File: src/rtl/core/kpa_pkg.sv
// shared types and constants for the keyed position accumulator
package kpa_pkg;

    localparam int KEY_W  = 160;
    localparam int NET_W  = 48;
    localparam int QTY_W  = 32;
    localparam int SLOT_W = 6;

    localparam logic [1:0] STATUS_HIT  = 2'd0;
    localparam logic [1:0] STATUS_NEW  = 2'd1;
    localparam logic [1:0] STATUS_FULL = 2'd2;

    typedef logic [KEY_W-1:0] key_t;

    typedef struct packed {
        logic [63:0]        customer_high;
        logic [63:0]        customer_low;
        logic [31:0]        instrument;
        logic signed [31:0] quantity;
        logic [31:0]        price;
    } fill_t;

    typedef struct packed {
        logic [SLOT_W-1:0]       slot;
        logic [1:0]              status;
        logic signed [NET_W-1:0] net_position;
        logic [31:0]             average_cost;
    } result_t;

    // search token handed from cell to cell
    typedef struct packed {
        logic             active;
        logic             hit;
        logic             free;
        logic [NET_W-1:0] net;
    } tok_t;

    // update broadcast to the row
    typedef struct packed {
        logic             en;
        logic             claim;
        logic [NET_W-1:0] net;
    } wr_t;

endpackage

File: src/rtl/core/kpa_cell.sv
// one table entry of the position row, with its stage of the search chain
module kpa_cell
    import kpa_pkg::*;
#(
    parameter int IW  = 6,
    parameter int IDX = 0
)
(
    input  logic          clk,
    input  logic          rst_n,
    input  key_t          key,
    input  tok_t          tok_in,
    input  logic [IW-1:0] slot_in,
    output tok_t          tok_out,
    output logic [IW-1:0] slot_out,
    input  wr_t           wr,
    input  logic [IW-1:0] wr_slot
);

    logic             valid_reg;
    key_t             key_reg;
    logic [NET_W-1:0] net_reg;
    logic             active_reg;
    tok_t             tok_reg;
    logic [IW-1:0]    slot_reg;
    tok_t             tok_next;
    logic [IW-1:0]    slot_next;
    logic             hit_here;
    logic             free_here;
    logic             wr_sel;

    assign hit_here  = tok_in.active && !tok_in.hit && valid_reg && (key_reg == key);
    assign free_here = tok_in.active && !tok_in.hit && !tok_in.free && !valid_reg;
    assign wr_sel    = wr.en && (wr_slot == IW'(IDX));

    always_comb
    begin
        tok_next  = tok_in;
        slot_next = slot_in;
        if (hit_here)
        begin
            tok_next.hit = 1'b1;
            tok_next.net = net_reg;
            slot_next    = IW'(IDX);
        end
        else if (free_here)
        begin
            // remember the lowest free entry, a later hit still wins
            tok_next.free = 1'b1;
            slot_next     = IW'(IDX);
        end
    end

    always_ff @(posedge clk or negedge rst_n)
    begin
        if (!rst_n)
        begin
            valid_reg  <= 1'b0;
            active_reg <= 1'b0;
        end
        else
        begin
            active_reg <= tok_in.active;
            if (wr_sel)
            begin
                valid_reg <= 1'b1;
            end
        end
    end

    always_ff @(posedge clk)
    begin
        tok_reg  <= tok_next;
        slot_reg <= slot_next;
        if (wr_sel)
        begin
            net_reg <= wr.net;
            if (wr.claim)
            begin
                key_reg <= key;
            end
        end
    end

    always_comb
    begin
        tok_out        = tok_reg;
        tok_out.active = active_reg;
    end

    assign slot_out = slot_reg;

endmodule

File: config.mk
export PLATFORM = sky130hd
export DESIGN_NAME = kpa_cell
export DESIGN_NICKNAME = d
export VERILOG_FILES = /design/src/rtl/core/kpa_pkg.sv /design/src/rtl/core/kpa_cell.sv
export SDC_FILE = /design/constraint.sdc
export NUM_CORES = 1
export LEC_CHECK = 0
export BUFFER_PORTS_ARGS = -buffer_cell sky130_fd_sc_hd__buf_4
export CAP_MARGIN = 25
export CORE_UTILIZATION = 51
export DETAILED_ROUTE_END_ITERATION = 10
export PLACE_DENSITY = 0.79
export SLEW_MARGIN = 20
export SYNTH_ARGS = -nofsm -noshare
export SYNTH_HDL_FRONTEND = slang
export SYNTH_SLANG_ARGS = --single-unit
export TNS_END_PERCENT = 1
File: constraint.sdc
create_clock -name clk -period 3.4 [get_ports clk]
set_input_delay 0.51 -clock clk [delete_from_list [all_inputs] [get_ports clk]]
set_output_delay 0.51 -clock clk [all_outputs]
set_load 0.01 [all_outputs]
Yosys cells after proc, flatten, opt, wreduce, memory -nomap -nowiden
Index checks and enable logic that the tools add are counted.
Storage, ports and cells
  register bits: 266
  bits of input ports: 275
  output and inout port bits: 57
  word-level logic and storage cells: 24
Cells by class
  eq/ne operators: 1
  mux-type cells: 3
  reduce and logical (&&, ||, !) cells: 12
Operators by type and width (number)
  160-bit equality test: 1
  48-bit 2-to-1 mux: 1
  1-bit logical AND: 6
  6-bit zero test: 1
  1-bit zero test: 3
  1-bit 2-to-1 mux: 2
  2-bit AND reduction: 1
  2-bit OR reduction: 1

Logic depth before layout (Yosys ltp)
Gate-level depths: netlist (run 1).
  depth after elaboration: 6
  depth in mapped cells: 9
  mapped depth without buffers: 7

Least setup slack after synthesis (run 1)
No wires, ideal clock.
  path type: input -> register
  start point: in wr_slot[2]
  end point: reg key_reg[0], enable pin
  library setup time: 536 ps
  arrival time: 9878 ps
  required time: 2864 ps
  slack: -7014 ps
  stages on the path: 3
  buffers on the path: 0
  cells stage by stage: or4b_2 > nor4_1 > and2_1
On the way
  word-level cells in the longest chain between the ends: 3
Ends and longest elaborated chain
  start, declared: line kpa_cell.sv:17  | input logic [IW-1:0] wr_slot
  6-bit zero test: line kpa_cell.sv:34  | assign wr_sel = wr.en && (wr_slot == IW'(IDX));
  1-bit logical AND: line kpa_cell.sv:34
  named net wr_sel: line kpa_cell.sv:30  | logic wr_sel;
  2-bit AND reduction (no source line)
  end signal, assigned: line kpa_cell.sv:80  | key_reg <= key;
  end, declared: line kpa_cell.sv:21  | key_t key_reg;
The timed path passes the listed nets, and every way through them passes these cells.
A chain may end at the register's enable or synchronous reset.

==> results of run 1 <==
-- synth_stat cells (all sizes together) (2+ instances only) --
library cell / n
a221o: 2
and3b: 6
xor2: 37
nor3: 2
a22o: 8
nor4: 20
dfrtp: 2
o22ai: 21
a22oi: 3
nand4: 21
a221oi: 8
edfxtp: 208
o2111ai: 5
buf: 7
o2bb2ai: 12
dfxtp: 56
inv: 70
or4: 3
nand2b: 17
a2111oi: 4
mux2: 48
xnor2: 50
nor2b: 6
-- how the worst max path moves through the flow --
| stage | startpoint | endpoint | slack [ns] |
|---|---|---|---|
| after floorplan | wr_slot[2] | key_reg[0]$_DFFE_PP_ | -1.99 |
| after global placement | tok_in[49] | tok_out[11]$_DFF_P_ | 0.20 |
| after detailed placement | tok_in[49] | tok_out[5]$_DFF_P_ | 0.14 |
| after CTS | key_reg[75]$_DFFE_PP_ | tok_out[5]$_DFF_P_ | 0.38 |
| after global routing | key_reg[70]$_DFFE_PP_ | tok_out[5]$_DFF_P_ | 0.31 |
| final | key_reg[75]$_DFFE_PP_ | tok_out[5]$_DFF_P_ | 0.38 |
-- per-layer routing --
layer	part of all wire [%]	track usage [%]
met5	0	0
met4	3.5	9.57
met3	7.8	5.13
met2	49	37.9
met1	40	29.8
-- area by class of cell --
| class | count | area (um2) |
|---|---|---|
| Inverter | 70 | 263 |
| Tap cell | 265 | 332 |
| Sequential cell | 266 | 7420 |
| Clock buffer | 38 | 800 |
| Fill cell | 1335 | 5570 |
| Timing Repair Buffer | 341 | 2630 |
| Multi-Input combinational cell | 285 | 2570 |
| Clock inverter | 14 | 73.8 |
-- report_power, final --
part           internal [mW]  leakage, nW  total [mW]  switching [mW]
registers               3.55         2.37        3.57          0.0185
logic                  0.344         2.99       0.545           0.201
clock network           1.64        0.439        2.85            1.20
-- metrics by stage --
step | hold slack [ns] | instance area, um2 | setup slack [ns] | instances | utilization (%)
floorplan | 0.214 | 10300 | -1.99 | 628 | -
global placement | 0.297 | 13200 | 0.200 | 1226 | 67.2
detailed placement | 0.296 | 13200 | 0.140 | 1226 | 67.2
CTS | 0.0826 | 14100 | 0.381 | 1279 | 71.6
global route | 0.0946 | 14100 | 0.310 | 1279 | 71.6
finish | 0.107 | 14100 | 0.375 | 1279 | 71.6
-- kinds of logic after synthesis --
family | synth area share (%)
flops | 72.0
xor+xnor | 7.40
simple gates | 5.08
buf+inv | 3.28
compound gates | 5.43
mux | 6.81
==> impl_metrics.env, run 1 <==
export IMPL_status="finished clean"
export IMPL_worstHoldPathCells=1
export IMPL_hp_class="in2reg"
export IMPL_synth_edff_count=208
export IMPL_r2r_end="tok_out[5]$_DFF_P_"
export IMPL_skew_ns=0.0260
export IMPL_synth_top_area_share_pct=60.6
export IMPL_path_cells="xor2_1 > nor4_1 > buf_4 > nand4_1 > or4_1 > or4_4 > buf_12 > mux2_4"
export IMPL_wl_um=25000
export IMPL_grt_max_degree=50
export IMPL_ios=332
export IMPL_critPathLaunchType="register"
export IMPL_crit_required_ns=3.80
export IMPL_path_buf_inv=2
export IMPL_drive_above_1_share_pct=43.4
export IMPL_async_flop_share_pct=0.752
export IMPL_pwr_density_cell_mw_per_mm2=494
export IMPL_grt_ovfl_total=0
export IMPL_clock_latency_ns=0.54
export IMPL_synth_warnings=0
export IMPL_clk_pin_slew_ns=0.06
export IMPL_synth_seq_cells=266
export IMPL_cts_htree_levels=1
export IMPL_dp_hpwl_um=19100
export IMPL_syn_nets=903
export IMPL_setup_viol=0
export IMPL_hold_viol=0
export IMPL_cts_buffers=28
export IMPL_fmaxAchievable_ghz=0.331
export IMPL_final_cell_mix="buf_4, edfxtp_1, inv_1"
export IMPL_peakVddDrop_uv=459
export IMPL_ant_nets=0
export IMPL_ff2ff_setup_slack_ns=0.38
export IMPL_port_buffer_count=331
export IMPL_numClockSinks=266
export IMPL_grt_pass1_vias=6664
export IMPL_slew_violations=0
export IMPL_ys_flop_type="edfxtp_1"
export IMPL_min_to="active_reg$_DFF_PN0_"
export IMPL_cp_top_family="simple AND/OR/NAND/NOR gates"
export IMPL_syn_to_final_growth_pct=36.7
export IMPL_slowest_stage="or4_4"
export IMPL_fin_total_pwr_mw=6.96
export IMPL_cts_setup_buffers=0
export IMPL_grtUsageTotal_pct=23.1
export IMPL_die_h_um=144
export IMPL_vias_per_cell=5.11
export IMPL_final_common_cell="buf_4"
export IMPL_holdBufCountCts=1
export IMPL_num_rows=51
export IMPL_yosysSeqAreaShare_pct=72.0
export IMPL_netlist_instances=628
export IMPL_rr_worst_depth=8
export IMPL_first_pass_iters=5
export IMPL_clock_root_buffer="clkbuf_16"
export IMPL_grt_first_pass_wirelength_um=35600
export IMPL_critPathMaxFanout=28
export IMPL_synth_area_leaders="edfxtp_1, dfxtp_1, mux2_4"
export IMPL_core_area_mm2=0.0197
export IMPL_hold_start="tok_in[50]"
export IMPL_worst_pin_slew_ns=0.662
export IMPL_end_kind="register"
export IMPL_cts_resized=0
export IMPL_rr_startpoint="key_reg[75]$_DFFE_PP_"
export IMPL_nNetsFinal=1267
export IMPL_netlist_area_mm2=0.0103
export IMPL_rsz0062_at_grt="no"
export IMPL_period_needed_ns=3.02
export IMPL_max_slew_margin_rel_pct=55.9
export IMPL_synth_largest_area_cell="edfxtp_1"
export IMPL_antenna_found_initial=0
export IMPL_cap_violations=0
export IMPL_path_class="reg2reg"
export IMPL_fp_dieW_um=144
export IMPL_start_util_pct=52.4
export IMPL_synth_avg_cell_area_um2=16.4
export IMPL_antenna_cells=0
export IMPL_drcViolationCount=0
export IMPL_largest_reg_flops=160
export IMPL_power_leakage_nw=5.80
export IMPL_wl_per_cell_um=19.6
export IMPL_vias=6532
export IMPL_die_area_mm2=0.0208
export IMPL_setup_tns_ns=0
export IMPL_cts_tree="built"
export IMPL_ys_types=38
export IMPL_period_share_pct=89.0
export IMPL_place_gp_congestion=0.881
export IMPL_worst_ep_arrival_time_ns=3.43
export IMPL_cp_depth=8
export IMPL_drt_initial_drc_count=365
export IMPL_max_stage_delay_ns=0.61
export IMPL_clk_path_buf_depth=3
No activity file was read; power rests on OpenSTA's default activity.
==> inputs of run 2 (changes only) <==
--- a/config.mk
+++ b/config.mk
@@ -5,11 +5,11 @@
 export SDC_FILE = /design/constraint.sdc
 export NUM_CORES = 1
 export LEC_CHECK = 0
-export BUFFER_PORTS_ARGS = -buffer_cell sky130_fd_sc_hd__buf_4
 export CAP_MARGIN = 25
-export CORE_UTILIZATION = 51
+export CORE_UTILIZATION = 60
 export DETAILED_ROUTE_END_ITERATION = 10
-export PLACE_DENSITY = 0.79
+export DONT_BUFFER_PORTS = 1
+export PLACE_DENSITY = 0.75
 export SLEW_MARGIN = 20
 export SYNTH_ARGS = -nofsm -noshare
 export SYNTH_HDL_FRONTEND = slang
==> impl_metrics.env, run 2 (synthesis results as in run 1) <==
export IMPL_final_cell_mix="edfxtp_1, inv_1, dfxtp_1"
export IMPL_die_area_mm2=0.0177
export IMPL_met1Wirelength_um=8160
export IMPL_clk_path_buf_depth=3
export IMPL_period_share_pct=94.2
export IMPL_largest_reg_flops=160
export IMPL_drt_initial_drc_count=362
export IMPL_power_leakage_nw=4.24
export IMPL_worst_ep_arrival_time_ns=3.61
export IMPL_p_clk_share_pct=44.4
export IMPL_drive_above_1_share_pct=16.3
export IMPL_grt_first_pass_wirelength_um=32700
export IMPL_core_area_mm2=0.0167
export IMPL_setup_viol=0
export IMPL_top_layer_used="met4"
export IMPL_crit_start="key_reg[137]$_DFFE_PP_"
export IMPL_fmaxAchievable_ghz=0.312
export IMPL_end_kind="register"
export IMPL_ios=332
export IMPL_dp_hpwl_um=16800
export IMPL_clock_latency_ns=0.53
export IMPL_grt_pass1_vias=5713
export IMPL_swShare_pct=19.4
export IMPL_cp_top_family="simple AND/OR/NAND/NOR gates"
export IMPL_nNetsFinal=935
export IMPL_path_cells="nand2b_1 > o2111ai_1 > nor4_1 > nand4_1 > or3_1 > or4_2 > buf_12 > mux2_4"
export IMPL_status="finished clean"
export IMPL_critPathMaxFanout=55
export IMPL_rsz0062_at_grt="no"
export IMPL_finish_instance_area_mm2=0.0116
export IMPL_max_stage_delay_ns=0.72
export IMPL_cts_htree_levels=1
export IMPL_start_util_pct=61.7
export IMPL_die_h_um=133
export IMPL_path_class="reg2reg"
export IMPL_max_slew_margin_rel_pct=58.9
export IMPL_final_util_pct=69.5
export IMPL_final_common_cell="edfxtp_1"
export IMPL_fin_cells=901
export IMPL_syn_to_final_growth_pct=12.7
export IMPL_period_needed_ns=3.20
export IMPL_wl_per_cell_um=24.6
export IMPL_p_seq_share_pct=53.1
export IMPL_met2WireLength_um=11100
export IMPL_wl_met3_um=2440
export IMPL_dpl_cell_count=849
export IMPL_worst_pin_slew_ns=0.617
export IMPL_setup_tns_ns=0
export IMPL_place_gp_congestion=0.834
export IMPL_r2r_end="tok_out[13]$_DFF_P_"
export IMPL_critPathLaunchType="register"
export IMPL_grt_max_degree=56
export IMPL_rr_worst_depth=8
export IMPL_num_rows=47
export IMPL_slowest_stage="or4_2"
export IMPL_cts_buffers=27
export IMPL_port_buffer_count=0
export IMPL_rr_startpoint="key_reg[137]$_DFFE_PP_"
export IMPL_peakVddDrop_uv=529
export IMPL_p_int_mw=5.47
export IMPL_switchingPower_mw=1.31
export IMPL_wl_um=22200
export IMPL_placed_area_mm2=0.0106
export IMPL_grtUsageTotal_pct=24.9
export IMPL_drcViolationCount=0
export IMPL_cp_depth=8
export IMPL_ant_nets=0
export IMPL_crit_required_ns=3.81
export IMPL_first_pass_iters=4
export IMPL_hp_class="in2reg"
export IMPL_pwr_share_comb_pct=2.5
export IMPL_path_buf_inv=1
export IMPL_slew_violations=0
export IMPL_crit_end="tok_out[13]$_DFF_P_"
export IMPL_pwr_density_cell_mw_per_mm2=584
export IMPL_skew_ns=0.0156
export IMPL_clk_pin_slew_ns=0.07
export IMPL_cts_setup_buffers=0
export IMPL_clock_root_buffer="clkbuf_16"
export IMPL_antenna_found_initial=0
export IMPL_ff2ff_setup_slack_ns=0.20
export IMPL_vias_per_cell=5.89
export IMPL_cts_tree="built"
export IMPL_grt_ovfl_total=0
export IMPL_cap_violations=0
export IMPL_antenna_cells=0
export IMPL_vias=5309
export IMPL_hold_viol=0
export IMPL_fin_total_pwr_mw=6.78
export IMPL_numClockSinks=266
export IMPL_fp_dieW_um=133
-- run 2: changes by cell type in the layout (fill, tap and decap cells not counted), sizes merged --
cell	before	now
buf	340	8
clkinv	12	6
bufinv	0	1
dlygate4sd3	1	2
inv	71	74
-- run 2: metrics by stage --
stage	worst slack, ns	hold WS [ns]
final	0.196	0.0704
after global routing	0.0313	0.0504
after CTS	0.181	0.0492
after detailed placement	0.00885	0.214
after global placement	0.115	0.214
after floorplan	-1.99	0.214
-- run 2: timing repair --
action	4_1_cts	5_1_grt
hold buffers	2	0
hold endpoints to repair	3	0
resized for setup	0	1
endpoints found under the setup margin	0	48
-- run 2: per-layer routing --
metal	track usage, %	up-vias
met2	42.6	259
met1	29.4	2598
met3	9.96	39
met5	0	-
li1	-	2413
met4	5.81	0
-- run 2: final cells by class --
cell class	instances	area, um2
Clock inverter	12	97.6
Multi-Input combinational cell	285	2570
Fill cell	1108	5090
Timing Repair Buffer	10	143
Clock buffer	38	841
Inverter	70	263
Sequential cell	266	7420
Tap cell	220	275
-- run 2: worst min-delay path by stage --
stage | start | to | slack (ns) | depth (start not counted)
after floorplan | rst_n | active_reg$_DFF_PN0_ | 0.21 | 0
after global placement | rst_n | active_reg$_DFF_PN0_ | 0.21 | 0
after detailed placement | rst_n | active_reg$_DFF_PN0_ | 0.21 | 0
after CTS | key[118] | key_reg[118]$_DFFE_PP_ | 0.05 | 0
after global routing | key[19] | key_reg[19]$_DFFE_PP_ | 0.05 | 0
final | key[118] | key_reg[118]$_DFFE_PP_ | 0.07 | 0
-- run 2: worst register-to-register path, delay by kind of cell (launching register included) --
family,cells,cell delay [ns]
multiplexers,1,0.38
flip-flops,1,0.34
AND/OR/NAND/NOR,5,1.98
buffers and inverters,1,0.26
AO/OA/AOI/OAI,1,0.13
-- run 2: power groups by stage --
stage          Combinational (mW)  Sequential, mW  Clock (mW)
6_report                    0.171            3.60        3.01
5_1_grt                     0.186            3.60        3.18
3_5_place_dp                0.168            3.67           0
4_1_cts                     0.172            3.60        3.05
2_1_floorplan               0.140            3.66           0
3_3_place_gp                0.161            3.67           0
==> inputs of run 3 (changes only) <==
--- a/config.mk
+++ b/config.mk
@@ -6,10 +6,11 @@
 export NUM_CORES = 1
 export LEC_CHECK = 0
 export CAP_MARGIN = 25
-export CORE_UTILIZATION = 60
+export CORE_UTILIZATION = 57
 export DETAILED_ROUTE_END_ITERATION = 10
 export DONT_BUFFER_PORTS = 1
-export PLACE_DENSITY = 0.75
+export PLACE_DENSITY = 0.74
+export REMOVE_ABC_BUFFERS = 1
 export SLEW_MARGIN = 20
 export SYNTH_ARGS = -nofsm -noshare
 export SYNTH_HDL_FRONTEND = slang
==> constraint.sdc (replaced) <==
create_clock -name clk -period 2.9 [get_ports clk]
set_input_delay 0.435 -clock clk [delete_from_list [all_inputs] [get_ports clk]]
set_output_delay 0.435 -clock clk [all_outputs]
set_load 0.01 [all_outputs]
==> impl_metrics.env, run 3 (synthesis results as in run 1) <==
export IMPL_status="finished with violations"
export IMPL_violations="negative setup slack"
export IMPL_antenna_found_initial=0
export IMPL_clock_root_buffer="clkbuf_16"
export IMPL_grt_ovfl_total=0
export IMPL_num_rows=48
export IMPL_rr_startpoint="key_reg[55]$_DFFE_PP_"
export IMPL_path_cells="o22ai_1 > a221oi_1 > buf_4 > nand4_1 > or4_1 > or4_4 > clkbuf_16 > mux2_4"
export IMPL_peakVddDrop_uv=595
export IMPL_top_layer_used="met4"
export IMPL_dp_hpwl_um=17700
export IMPL_clk_pin_slew_ns=0.07
export IMPL_place_gp_congestion=0.918
export IMPL_fillCellCount=979
export IMPL_hold_viol=0
export IMPL_max_slew_margin_rel_pct=56.6
export IMPL_numClockSinks=266
export IMPL_largest_reg_flops=160
export IMPL_slowest_stage="or4_4"
export IMPL_wl_met3_um=3360
export IMPL_vias_per_cell=5.82
export IMPL_first_pass_iters=4
export IMPL_port_buffer_count=0
export IMPL_clk_path_buf_depth=3
export IMPL_grt_max_degree=75
export IMPL_crit_start="key_reg[55]$_DFFE_PP_"
export IMPL_pwr_density_cell_mw_per_mm2=587
export IMPL_final_common_cell="edfxtp_1"
export IMPL_period_share_pct=107
export IMPL_wl_per_cell_um=26.2
export IMPL_met2WireLength_um=15100
export IMPL_power_leakage_nw=5.12
export IMPL_critPathLaunchType="register"
export IMPL_syn_to_final_growth_pct=31.8
export IMPL_critPathMaxFanout=7
export IMPL_vias=6458
export IMPL_grt_pass1_vias=6720
export IMPL_die_h_um=136
export IMPL_rr_worst_depth=8
export IMPL_ff2ff_setup_slack_ns=-0.21
export IMPL_skew_ns=0.0224
export IMPL_ios=332
export IMPL_cap_violations=0
export IMPL_crit_required_ns=3.30
export IMPL_antenna_cells=0
export IMPL_fin_total_pwr_mw=7.97
export IMPL_setup_tns_ns=-9.30
export IMPL_slew_violations=0
export IMPL_met1Wirelength_um=9790
export IMPL_setup_ws_ns=-0.211
export IMPL_drt_initial_drc_count=427
export IMPL_fin_hold_ws_ns=0.0103
export IMPL_placed_area_mm2=0.0109
export IMPL_finish_instance_area_mm2=0.0136
export IMPL_start_util_pct=58.9
export IMPL_drive_above_1_share_pct=17.3
export IMPL_worst_pin_slew_ns=0.650
export IMPL_period_needed_ns=3.11
export IMPL_drcViolationCount=0
export IMPL_max_stage_delay_ns=0.71
export IMPL_path_class="reg2reg"
export IMPL_r2r_end="tok_out[36]$_DFF_P_"
export IMPL_core_area_mm2=0.0175
export IMPL_crit_end="tok_out[36]$_DFF_P_"
export IMPL_final_cell_mix="edfxtp_1, dlygate4sd3_1, inv_1"
export IMPL_cts_tree="built"
export IMPL_fp_dieW_um=136
export IMPL_grtUsageTotal_pct=28.0
export IMPL_hp_class="in2reg"
export IMPL_grt_first_pass_wirelength_um=37700
export IMPL_cts_htree_levels=1
export IMPL_setup_viol=54
export IMPL_end_kind="register"
export IMPL_final_util_pct=77.7
export IMPL_cts_buffers=26
export IMPL_worst_ep_arrival_time_ns=3.51
export IMPL_wl_um=29000
export IMPL_nNetsFinal=1139
export IMPL_die_area_mm2=0.0186
export IMPL_ant_nets=0
export IMPL_clock_latency_ns=0.52
export IMPL_rsz0062_at_grt="yes"
export IMPL_fmaxAchievable_ghz=0.321
## run 3: cell count changes in the layout (fill, tap and decap cells not counted), moves of 2 or more
cell | before | now
buf_12 | 5 | 2
buf_16 | 0 | 2
buf_4 | 3 | 39
clkbuf_1 | 2 | 6
clkbuf_8 | 6 | 4
clkinv_4 | 0 | 2
dlygate4sd3_1 | 2 | 167
inv_1 | 70 | 68
inv_2 | 0 | 2
inv_6 | 2 | 0
nor4_1 | 19 | 17
nor4_2 | 0 | 3
o2111ai_1 | 5 | 3
o2111ai_2 | 0 | 2
## run 3: cell type report
cell class / instances / area [um2] / share of cell area (%)
Sequential cell: 266 / 7420 / 54.6
Tap cell: 225 / 282 / 2.07
Multi-Input combinational cell: 285 / 2600 / 19.2
Inverter: 70 / 263 / 1.94
Clock buffer: 37 / 753 / 5.55
Timing Repair Buffer: 215 / 2170 / 16.0
Clock inverter: 11 / 87.6 / 0.645
## run 3: through the flow
step / instances / worst slack (ns)
4_1_cts: 1044 / -0.0742
3_5_place_dp: 886 / -0.326
5_1_grt: 1109 / -0.298
2_1_floorplan: 621 / -7.44
3_3_place_gp: 886 / -0.269
6_report: 1109 / -0.211
## run 3: layer usage
metal | vias up | GRT usage (%)
met1 | 3132 | 30.9
met5 | - | 0
met4 | 0 | 11.1
met3 | 61 | 10.1
li1 | 2829 | -
met2 | 436 | 48.7
## run 3: how the worst min path moves through the flow
stage	startpoint	end	slack, ns	cells past startpoint
2_1_floorplan	rst_n	active_reg$_DFF_PN0_	0.14	0
3_3_place_gp	rst_n	active_reg$_DFF_PN0_	0.14	0
3_5_place_dp	rst_n	active_reg$_DFF_PN0_	0.14	0
4_1_cts	key[116]	key_reg[116]$_DFFE_PP_	0.000004	0
5_1_grt	key[62]	key_reg[62]$_DFFE_PP_	-0.003	0
6_report	key[137]	key_reg[137]$_DFFE_PP_	0.01	0
## run 3: timing repair
item	in CTS	in global routing
gates cloned	1	5
buffers inserted	0	2
pin swaps	4	15
hold endpoints to repair	110	58
hold buffers	109	58
setup endpoints to repair	55	54
resized for setup	9	4
## run 3: worst max-delay path, delay by kind of cell, from the launching register on
kind / cells / cell delay [ns]
flip-flops: 1 / 0.39
buffers and inverters: 2 / 0.44
multiplexers: 1 / 0.31
AO/OA/AOI/OAI: 2 / 0.55
AND/OR/NAND/NOR: 3 / 1.30
## run 3: report_power, final
group	internal (mW)	total [mW]	switching, mW
Sequential	4.16	4.22	0.0590
Combinational	0.286	0.428	0.143
Clock	1.90	3.32	1.41
